--- config.mk ---
export PLATFORM = sky130hd
export DESIGN_NAME = sprite_blit_orient_clip
export DESIGN_NICKNAME = d
export VERILOG_FILES = /design/src/rtl/core/sbo_pkg.sv /design/src/rtl/core/sprite_blit_orient_clip.sv /design/src/rtl/core/sbo_front.sv /design/src/rtl/core/sbo_fifo.sv /design/src/rtl/core/sbo_back.sv
export SDC_FILE = /design/constraint.sdc
export NUM_CORES = 1
export LEC_CHECK = 0
export BUFFER_PORTS_ARGS = -buffer_cell sky130_fd_sc_hd__buf_2
export CORE_MARGIN = 2
export CORE_UTILIZATION = 28
export DETAILED_ROUTE_END_ITERATION = 6
export GPL_ROUTABILITY_DRIVEN = 0
export PLACE_DENSITY = 0.45
export SLEW_MARGIN = 20
export SYNTH_ARGS = -nofsm -noshare
export SYNTH_HDL_FRONTEND = slang
export SYNTH_SLANG_ARGS = --single-unit
--- constraint.sdc ---
create_clock -name clk -period 5.65 [get_ports clk]
set_input_delay 0.565 -clock clk [delete_from_list [all_inputs] [get_ports clk]]
set_output_delay 0.565 -clock clk [all_outputs]
set_load 0.02 [all_outputs]
--- src/rtl/core/sbo_pkg.sv ---
`timescale 1ns / 1ps

package sbo_pkg;

    // Screen and sprite limits.
    localparam int SCREEN_W       = 320;
    localparam int SCREEN_H       = 200;
    localparam int MAX_SPRITE_DIM = 64;

    // Field widths.
    localparam int IDX_W      = 6;
    localparam int DIM_W      = 7;
    localparam int POS_W      = 11;
    localparam int DEST_W     = 12;
    localparam int COL_W      = 8;
    localparam int ORIENT_W   = 3;
    localparam int MODE_W     = 2;
    localparam int CFG_IDX_W  = 3;
    localparam int CFG_DATA_W = 11;

    // Queue between the front and the back.
    localparam int MID_DEPTH = 2;
    localparam int MID_PTR_W = 1;
    localparam int MID_CNT_W = 2;

    // Result buffer in the back.
    localparam int OUT_DEPTH = 2;
    localparam int OUT_PTR_W = 1;
    localparam int OUT_CNT_W = 2;

    // Special colours.
    localparam logic [COL_W-1:0] KEY_COLOR   = 8'hff;
    localparam logic [COL_W-1:0] STENCIL_ONE = 8'h01;

    // Orientation codes.
    localparam logic [ORIENT_W-1:0] ORIENT_NONE   = 3'd0;
    localparam logic [ORIENT_W-1:0] ORIENT_ROT90  = 3'd1;
    localparam logic [ORIENT_W-1:0] ORIENT_ROT180 = 3'd2;
    localparam logic [ORIENT_W-1:0] ORIENT_ROT270 = 3'd3;
    localparam logic [ORIENT_W-1:0] ORIENT_MIRX   = 3'd4;
    localparam logic [ORIENT_W-1:0] ORIENT_MIRY   = 3'd5;

    // Draw modes.
    localparam logic [MODE_W-1:0] MODE_KEYED   = 2'd0;
    localparam logic [MODE_W-1:0] MODE_RAW     = 2'd1;
    localparam logic [MODE_W-1:0] MODE_STENCIL = 2'd2;

    // Configuration register indexes.
    localparam logic [CFG_IDX_W-1:0] REG_POS_X         = 3'd0;
    localparam logic [CFG_IDX_W-1:0] REG_POS_Y         = 3'd1;
    localparam logic [CFG_IDX_W-1:0] REG_SPRITE_WIDTH  = 3'd2;
    localparam logic [CFG_IDX_W-1:0] REG_SPRITE_HEIGHT = 3'd3;
    localparam logic [CFG_IDX_W-1:0] REG_ORIENTATION   = 3'd4;
    localparam logic [CFG_IDX_W-1:0] REG_DRAW_MODE     = 3'd5;
    localparam logic [CFG_IDX_W-1:0] REG_STENCIL_COLOR = 3'd6;

    // Configuration register bank as seen by the datapath.
    typedef struct packed {
        logic signed [POS_W-1:0] pos_x;
        logic signed [POS_W-1:0] pos_y;
        logic [DIM_W-1:0]        sprite_width;
        logic [DIM_W-1:0]        sprite_height;
        logic [ORIENT_W-1:0]     orientation;
        logic [MODE_W-1:0]       draw_mode;
        logic [COL_W-1:0]        stencil_color;
    } cfg_t;

    // One classified pixel on its way from the front to the back.
    typedef struct packed {
        logic [COL_W-1:0] pixel;
        logic [IDX_W-1:0] ix;
        logic [IDX_W-1:0] iy;
        logic             done;
    } item_t;

    // One framebuffer write request.
    typedef struct packed {
        logic                     write_enable;
        logic signed [DEST_W-1:0] dest_x;
        logic signed [DEST_W-1:0] dest_y;
        logic [COL_W-1:0]         color;
        logic                     sprite_done;
    } res_t;

    // A size of zero counts as one, a size above the maximum as the maximum.
    function automatic logic [DIM_W-1:0] clamp_dim(input logic [DIM_W-1:0] v);
        logic [DIM_W-1:0] r;
        if (v == '0)
            r = DIM_W'(1);
        else if (v > DIM_W'(MAX_SPRITE_DIM))
            r = DIM_W'(MAX_SPRITE_DIM);
        else
            r = v;
        return r;
    endfunction

endpackage

--- src/rtl/core/sprite_blit_orient_clip.sv ---
`timescale 1ns / 1ps
// An accepted pixel is held in the queue and then in the result buffer, from which its
// write request is offered on the result ports.
// Throughput: one pixel per cycle unless a queue is full; the front position counters
// and back orientation adders each handle one beat a cycle, with a two-entry queue between them.
// Reset (rst_n low, asynchronous): registers return to their defaults, the position
// counters clear and both queues empty.

module sprite_blit_orient_clip
(
    input  logic                clk,
    input  logic                rst_n,
    input  logic                push,
    output logic                full,
    input  logic [7:0]          pixel,
    output logic                empty,
    input  logic                pop,
    output logic                write_enable,
    output logic signed [11:0]  dest_x,
    output logic signed [11:0]  dest_y,
    output logic [7:0]          color,
    output logic                sprite_done,
    input  logic                cfg_valid,
    output logic                cfg_ready,
    input  logic [2:0]          cfg_index,
    input  logic [10:0]         cfg_data
);

    sbo_pkg::cfg_t  cfg_reg;
    sbo_pkg::item_t front_item, back_item;
    sbo_pkg::res_t  res;
    logic           mid_push, mid_pop, mid_full, mid_empty;

    // Configuration writes are always taken.
    assign cfg_ready = 1'b1;

    always_ff @(posedge clk or negedge rst_n)
    begin
        if (!rst_n)
        begin
            cfg_reg.pos_x         <= '0;
            cfg_reg.pos_y         <= '0;
            cfg_reg.sprite_width  <= sbo_pkg::DIM_W'(16);
            cfg_reg.sprite_height <= sbo_pkg::DIM_W'(16);
            cfg_reg.orientation   <= sbo_pkg::ORIENT_NONE;
            cfg_reg.draw_mode     <= sbo_pkg::MODE_KEYED;
            cfg_reg.stencil_color <= sbo_pkg::COL_W'(15);
        end
        else if (cfg_valid && cfg_ready)
        begin
            unique case (cfg_index)
                sbo_pkg::REG_POS_X:
                    cfg_reg.pos_x <= $signed(cfg_data[sbo_pkg::POS_W-1:0]);
                sbo_pkg::REG_POS_Y:
                    cfg_reg.pos_y <= $signed(cfg_data[sbo_pkg::POS_W-1:0]);
                sbo_pkg::REG_SPRITE_WIDTH:
                    cfg_reg.sprite_width <= cfg_data[sbo_pkg::DIM_W-1:0];
                sbo_pkg::REG_SPRITE_HEIGHT:
                    cfg_reg.sprite_height <= cfg_data[sbo_pkg::DIM_W-1:0];
                sbo_pkg::REG_ORIENTATION:
                    cfg_reg.orientation <= cfg_data[sbo_pkg::ORIENT_W-1:0];
                sbo_pkg::REG_DRAW_MODE:
                    cfg_reg.draw_mode <= cfg_data[sbo_pkg::MODE_W-1:0];
                sbo_pkg::REG_STENCIL_COLOR:
                    cfg_reg.stencil_color <= cfg_data[sbo_pkg::COL_W-1:0];
                default:
                begin
                end
            endcase
        end
    end

    // Front: accepts pixels and tags them with their sprite position.
    sbo_front u_front
    (
        .clk      (clk),
        .rst_n    (rst_n),
        .cfg      (cfg_reg),
        .push     (push),
        .pixel    (pixel),
        .mid_full (mid_full),
        .mid_push (mid_push),
        .mid_item (front_item)
    );

    // Queue between front and back.
    sbo_fifo u_mid
    (
        .clk     (clk),
        .rst_n   (rst_n),
        .wr_en   (mid_push),
        .wr_data (front_item),
        .rd_en   (mid_pop),
        .rd_data (back_item),
        .full    (mid_full),
        .empty   (mid_empty)
    );

    // Back: orients, clips keyed pixels and buffers the write requests.
    sbo_back u_back
    (
        .clk       (clk),
        .rst_n     (rst_n),
        .cfg       (cfg_reg),
        .mid_empty (mid_empty),
        .mid_item  (back_item),
        .mid_pop   (mid_pop),
        .pop       (pop),
        .empty     (empty),
        .res       (res)
    );

    assign full         = mid_full;
    assign write_enable = res.write_enable;
    assign dest_x       = res.dest_x;
    assign dest_y       = res.dest_y;
    assign color        = res.color;
    assign sprite_done  = res.sprite_done;

endmodule

--- src/rtl/core/sbo_front.sv ---
`timescale 1ns / 1ps

module sbo_front
(
    input  logic             clk,
    input  logic             rst_n,
    input  sbo_pkg::cfg_t    cfg,
    input  logic             push,
    input  logic [7:0]       pixel,
    input  logic             mid_full,
    output logic             mid_push,
    output sbo_pkg::item_t   mid_item
);

    logic [sbo_pkg::IDX_W-1:0] ix_reg, ix_next;
    logic [sbo_pkg::IDX_W-1:0] iy_reg, iy_next;
    logic [sbo_pkg::DIM_W-1:0] w, h;
    logic [sbo_pkg::DIM_W-1:0] ix_inc, iy_inc;
    logic                      wrap_row, wrap_col;

    // A beat is taken whenever the queue has room.
    assign mid_push = push && !mid_full;

    // Position tracking: the row runs fastest, then the column.
    always_comb
    begin
        w        = sbo_pkg::clamp_dim(cfg.sprite_width);
        h        = sbo_pkg::clamp_dim(cfg.sprite_height);
        iy_inc   = {1'b0, iy_reg} + sbo_pkg::DIM_W'(1);
        ix_inc   = {1'b0, ix_reg} + sbo_pkg::DIM_W'(1);
        wrap_row = (iy_inc >= h);
        wrap_col = (ix_inc >= w);
        ix_next  = ix_reg;
        iy_next  = iy_reg;
        if (mid_push)
        begin
            if (wrap_row)
            begin
                iy_next = '0;
                ix_next = wrap_col ? '0 : ix_inc[sbo_pkg::IDX_W-1:0];
            end
            else
            begin
                iy_next = iy_inc[sbo_pkg::IDX_W-1:0];
            end
        end
    end

    // The item carries the position as held before the advance.
    always_comb
    begin
        mid_item.pixel = pixel;
        mid_item.ix    = ix_reg;
        mid_item.iy    = iy_reg;
        mid_item.done  = wrap_row && wrap_col;
    end

    always_ff @(posedge clk or negedge rst_n)
    begin
        if (!rst_n)
        begin
            ix_reg <= '0;
            iy_reg <= '0;
        end
        else
        begin
            ix_reg <= ix_next;
            iy_reg <= iy_next;
        end
    end

endmodule

--- src/rtl/core/sbo_fifo.sv ---
`timescale 1ns / 1ps

module sbo_fifo
(
    input  logic           clk,
    input  logic           rst_n,
    input  logic           wr_en,
    input  sbo_pkg::item_t wr_data,
    input  logic           rd_en,
    output sbo_pkg::item_t rd_data,
    output logic           full,
    output logic           empty
);

    sbo_pkg::item_t                mem [sbo_pkg::MID_DEPTH];
    logic [sbo_pkg::MID_PTR_W-1:0] wr_ptr_reg, rd_ptr_reg;
    logic [sbo_pkg::MID_CNT_W-1:0] count_reg;
    logic                          do_wr, do_rd;

    assign full    = (count_reg == sbo_pkg::MID_CNT_W'(sbo_pkg::MID_DEPTH));
    assign empty   = (count_reg == '0);
    assign do_wr   = wr_en && !full;
    assign do_rd   = rd_en && !empty;
    assign rd_data = mem[rd_ptr_reg];

    // Storage holds payload only and needs no reset.
    always_ff @(posedge clk)
    begin
        if (do_wr)
            mem[wr_ptr_reg] <= wr_data;
    end

    // Pointers and fill count.
    always_ff @(posedge clk or negedge rst_n)
    begin
        if (!rst_n)
        begin
            wr_ptr_reg <= '0;
            rd_ptr_reg <= '0;
            count_reg  <= '0;
        end
        else
        begin
            if (do_wr)
                wr_ptr_reg <= (wr_ptr_reg == sbo_pkg::MID_PTR_W'(sbo_pkg::MID_DEPTH - 1))
                              ? '0 : wr_ptr_reg + sbo_pkg::MID_PTR_W'(1);
            if (do_rd)
                rd_ptr_reg <= (rd_ptr_reg == sbo_pkg::MID_PTR_W'(sbo_pkg::MID_DEPTH - 1))
                              ? '0 : rd_ptr_reg + sbo_pkg::MID_PTR_W'(1);
            if (do_wr && !do_rd)
                count_reg <= count_reg + sbo_pkg::MID_CNT_W'(1);
            else if (do_rd && !do_wr)
                count_reg <= count_reg - sbo_pkg::MID_CNT_W'(1);
        end
    end

endmodule

--- src/rtl/core/sbo_back.sv ---
`timescale 1ns / 1ps

module sbo_back
(
    input  logic                clk,
    input  logic                rst_n,
    input  sbo_pkg::cfg_t       cfg,
    input  logic                mid_empty,
    input  sbo_pkg::item_t      mid_item,
    output logic                mid_pop,
    input  logic                pop,
    output logic                empty,
    output sbo_pkg::res_t       res
);

    logic signed [sbo_pkg::DEST_W-1:0] bx, by, ix_s, iy_s, w_s, h_s;
    logic signed [sbo_pkg::DEST_W-1:0] rx, ry, dx, dy;
    logic [sbo_pkg::DIM_W-1:0]         w, h;
    logic                              orient_ok, on_screen, we;
    logic [sbo_pkg::COL_W-1:0]         col;
    sbo_pkg::res_t                     new_res;

    sbo_pkg::res_t                 obuf [sbo_pkg::OUT_DEPTH];
    logic [sbo_pkg::OUT_PTR_W-1:0] owr_reg, ord_reg;
    logic [sbo_pkg::OUT_CNT_W-1:0] ocnt_reg;
    logic                          out_pop;

    // Operands extended to the destination width.
    always_comb
    begin
        w    = sbo_pkg::clamp_dim(cfg.sprite_width);
        h    = sbo_pkg::clamp_dim(cfg.sprite_height);
        bx   = sbo_pkg::DEST_W'(cfg.pos_x);
        by   = sbo_pkg::DEST_W'(cfg.pos_y);
        ix_s = $signed({{(sbo_pkg::DEST_W - sbo_pkg::IDX_W){1'b0}}, mid_item.ix});
        iy_s = $signed({{(sbo_pkg::DEST_W - sbo_pkg::IDX_W){1'b0}}, mid_item.iy});
        w_s  = $signed({{(sbo_pkg::DEST_W - sbo_pkg::DIM_W){1'b0}}, w});
        h_s  = $signed({{(sbo_pkg::DEST_W - sbo_pkg::DIM_W){1'b0}}, h});
        rx   = w_s - ix_s - sbo_pkg::DEST_W'(1);
        ry   = h_s - iy_s - sbo_pkg::DEST_W'(1);
    end

    // Orientation of the destination around the top-left corner.
    always_comb
    begin
        orient_ok = 1'b1;
        dx        = bx + ix_s;
        dy        = by + iy_s;
        unique case (cfg.orientation)
            sbo_pkg::ORIENT_NONE:
            begin
            end
            sbo_pkg::ORIENT_ROT90:
            begin
                dx = bx + ry;
                dy = by + ix_s;
            end
            sbo_pkg::ORIENT_ROT180:
            begin
                dx = bx + rx;
                dy = by + ry;
            end
            sbo_pkg::ORIENT_ROT270:
            begin
                dx = bx + iy_s;
                dy = by + rx;
            end
            sbo_pkg::ORIENT_MIRX:
            begin
                dx = bx + rx;
            end
            sbo_pkg::ORIENT_MIRY:
            begin
                dy = by + ry;
            end
            default:
            begin
                orient_ok = 1'b0;
            end
        endcase
    end

    // Draw mode and orientation decide the enable; draw mode decides the colour.
    always_comb
    begin
        on_screen = (dx >= 0) && (dx < sbo_pkg::DEST_W'(sbo_pkg::SCREEN_W))
                 && (dy >= 0) && (dy < sbo_pkg::DEST_W'(sbo_pkg::SCREEN_H));
        col = mid_item.pixel;
        unique case (cfg.draw_mode)
            sbo_pkg::MODE_KEYED:
            begin
                we = (mid_item.pixel != sbo_pkg::KEY_COLOR) && on_screen;
            end
            sbo_pkg::MODE_RAW:
            begin
                we = 1'b1;
            end
            sbo_pkg::MODE_STENCIL:
            begin
                we  = (mid_item.pixel == sbo_pkg::STENCIL_ONE);
                col = cfg.stencil_color;
            end
            default:
            begin
                we = 1'b0;
            end
        endcase
        new_res.write_enable = we && orient_ok;
        new_res.dest_x       = dx;
        new_res.dest_y       = dy;
        new_res.color        = col;
        new_res.sprite_done  = mid_item.done;
    end

    // Result buffer: takes a new beat whenever it has a free slot.
    assign mid_pop = !mid_empty && (ocnt_reg != sbo_pkg::OUT_CNT_W'(sbo_pkg::OUT_DEPTH));
    assign out_pop = pop && (ocnt_reg != '0);
    assign empty   = (ocnt_reg == '0);
    assign res     = obuf[ord_reg];

    always_ff @(posedge clk)
    begin
        if (mid_pop)
            obuf[owr_reg] <= new_res;
    end

    always_ff @(posedge clk or negedge rst_n)
    begin
        if (!rst_n)
        begin
            owr_reg  <= '0;
            ord_reg  <= '0;
            ocnt_reg <= '0;
        end
        else
        begin
            if (mid_pop)
                owr_reg <= (owr_reg == sbo_pkg::OUT_PTR_W'(sbo_pkg::OUT_DEPTH - 1))
                           ? '0 : owr_reg + sbo_pkg::OUT_PTR_W'(1);
            if (out_pop)
                ord_reg <= (ord_reg == sbo_pkg::OUT_PTR_W'(sbo_pkg::OUT_DEPTH - 1))
                           ? '0 : ord_reg + sbo_pkg::OUT_PTR_W'(1);
            if (mid_pop && !out_pop)
                ocnt_reg <= ocnt_reg + sbo_pkg::OUT_CNT_W'(1);
            else if (out_pop && !mid_pop)
                ocnt_reg <= ocnt_reg - sbo_pkg::OUT_CNT_W'(1);
        end
    end

endmodule

==> out/results.txt <==
VDD IR-drop max -> 0.176 mV
total CTS buffers -> 17
Syn Nets -> 958
post-synthesis average cell area -> 11.6 sq um
Syn Inst Count -> 879
Max stage delay cell, worst path -> or4_1
ranking of synthesized cells by area -> edfxtp_1 32%, dfrtp_1 15%, mux2_2 9.2%
drt drc -> 0
root buf cell -> clkbuf_16
max frequency -> 178 MHz
Crit Reg-Reg Endpoint -> u_back.obuf[0][33]
vias in the first global route -> 7296
cts hold-fix bufs -> 0
Die ar. -> 38100 sq um
ys flop type -> edfxtp_1
leakage -> 5.17 nW
Critical Path AT -> 5870 ps
critical path endpoint category -> register
Seq/Total Area, Yosys -> 49.3%
yosys warns -> 0
Total GRT Usage -> 14.4%
largest net degree at the start of global routing -> 70
final setup fails -> 0
Power Dens Cells -> 696 nW/um^2
wire length per cell -> 17.9 microns
Min-Delay Path Class -> in2async
Max Slew Vio Count -> 0
Yosys top cell area share -> 32.3%
First-pass DRT Iterations -> 4
critical path data required time -> 5910 ps
WL final -> 27.1 mm
area grow syn2layout -> 27.5%
max-cap viol count -> 0
most frequent cells in the layout -> 110 x edfxtp_1, 98 x buf_4, 84 x mux2_2
CP Max Fanout -> 2
final hold vios -> 0
critical path class -> reg2reg
worst skew pair latency -> 450 ps
crit path cell chain -> or4_1, nor2_1, o21a_1, inv_2, ha_4, buf_6, maj3_2, o211a_1, buf_6, o2111ai_4, nor2_2, xnor2_2, mux2i_2, o22ai_1, a21oi_2, ha_2, o31a_1, o211a_1, o21a_1, or3_4, a2111o_1, nor3b_2, mux2i_1, a211oi_2
Die Span X -> 195 microns
antenna cells -> 0
Detailed Route Iter0 Violations -> 372
Synth cell types -> 85
crit-path max cell delay -> 520 ps
max FFs per register -> 68
multi-input logic area -> 5500 sq um
internal reg-to-reg setup slack -> 50 ps
worst reg2reg path depth -> 24
CTS max path bufs -> 2
CTS tree -> done
gr ovfl total -> 0
count of flip-flops with a built-in enable after synthesis -> 110
total number of vias -> 7334
core area -> 36300 sq um
RR Startpoint -> cfg_reg[24]
CTS Sinks -> 179
crit path time final -> 5600 ps
row count -> 70
Startpoint Class -> register
starting density of the core -> 28.2%
largest area contributor in the netlist -> edfxtp_1
Cell Area, Synth -> 10200 sq um
Worst-path clk slew -> 80 ps
fin util -> 36.0%
Worst Skew -> 13.7 ps
outcome -> complete, no violations
final cycle utilization of the critical path -> 99.2%
Layout Nets -> 1116
CTS H-tree depth -> 4
PortBufs -> 62
setup tns final -> 0 ps
Slew @ Worst Pin -> 966 ps
initial antenna violation count -> 1
slew margin rel. -> 35.6%
chip height -> 195 microns
hpwl dp -> 19.8 mm
Sequential Area -> 5040 sq um
Fillers -> 3610
first-pass GRT wire length -> 41.9 mm
register bit total from synthesis -> 179
io pins -> 64
leading cell type in the layout, fill and taps excluded -> edfxtp_1
vias per cell -> 4.83
share of cells above drive strength 1 -> 37.3%
RSZ-0062 raised after global routing -> yes
asr flop ratio synth -> 38.5%
DRT antenna net count -> 0
==> synthesized netlist by cell type, types with 4 or more instances <==
master,instances
or2_2,5
or3_1,5
o21a_1,10
o21ai_0,47
ha_1,50
o21bai_1,7
a211o_1,5
or4_1,4
dfrtp_1,63
mux2i_1,19
and2_1,8
and3_1,6
nand2_1,60
a21oi_1,35
maj3_1,5
xor2_1,22
nor2b_1,7
edfxtp_1,110
o211ai_1,9
o31ai_1,4
nand2b_1,14
dfstp_2,6
nor3_1,19
o31a_1,4
clkbuf_1,24
nor4_1,5
nand4_1,5
inv_1,37
xnor2_1,28
a211oi_1,7
a21o_1,12
nand3_1,18
o22ai_1,9
a31oi_1,4
nor3b_1,6
nor2_1,41
a22oi_1,8
mux2_2,84
==> logic make-up (layout without fill, tap and decap cells) <==
kind of cell	after synthesis	count (layout)	synth area share, %
AO/OA/AOI/OAI	198	198	13.6
XOR/XNOR	52	52	4.60
adder cells (fa/ha/maj)	58	58	7.11
buffers and inverters	68	239	2.62
flip-flops	179	179	49.3
multiplexers	107	107	11.8
other	1	1	0.0367
AND/OR/NAND/NOR	216	216	11.0
==> metrics by stage <==
step                      hold WS [ps]  std cells  setup slack, ps  instance area (sq um)  total power, mW
after floorplan                    269        879             19.0                  10200             5.42
after global placement             462       1472             -122                  11700             7.12
after detailed placement           485       1472             -281                  11700             7.15
after CTS                          297       1506             10.8                  12400             8.50
after global routing               302       1518             -206                  13000             9.75
final                              272       1518             46.1                  13000             9.08
==> worst max-delay path by stage <==
stage / from / to / slack [ps] / depth (start not counted)
6_report: cfg_reg[24] / u_back.obuf[0][33] / 50 / 24
3_5_place_dp: u_mid.rd_ptr_reg / u_back.obuf[1][33] / -280 / 20
3_3_place_gp: u_mid.rd_ptr_reg / u_back.obuf[0][33] / -120 / 20
2_1_floorplan: u_mid.rd_ptr_reg / u_back.obuf[0][33] / 20 / 22
5_1_grt: cfg_reg[24] / u_back.obuf[1][33] / -210 / 25
4_1_cts: cfg_reg[16] / u_back.obuf[1][33] / 10 / 25
==> routing by layer <==
metal	vias up	share of wire [%]	GRT usage, %
li1	3608	-	-
met1	3585	46	18.3
met2	103	48	24.4
met3	38	3.1	2.78
met4	0	2.2	4.95
met5	-	0	0
==> final cells by class <==
cell class	instances	area share, %
timing repair buffer	169	9.05
inverter	38	1.13
clock inverter	13	1.05
multi-input combinational	632	42.2
clock buffer	19	3.48
tap	468	4.49
sequential	179	38.6
==> repair_timing <==
| action | 4_1_cts | 5_1_grt |
|---|---|---|
| endpoints found under the setup margin | 2 | 6 |
| pin swaps | 4 | 50 |
| resized for setup | 19 | 96 |
| setup buffers | 2 | 12 |
==> worst max-delay path: cells and delay by family, from the launching register on <==
| family | cells | cell delay (ps) |
|---|---|---|
| adder cells (fa/ha/maj) | 3 | 760 |
| multiplexers | 2 | 320 |
| buffers and inverters | 3 | 300 |
| AO/OA/AOI/OAI | 10 | 2280 |
| AND/OR/NAND/NOR | 5 | 1230 |
| flip-flops | 1 | 370 |
| XOR/XNOR | 1 | 140 |
==> where the power goes <==
group	internal, mW	leakage, nW	switching (mW)
registers	2.16	1.86	0.232
clock network	0.613	0.283	0.569
logic	2.55	3.02	2.95
total	5.32	5.17	3.76
Note: power is estimated with default switching activity, not from simulation.
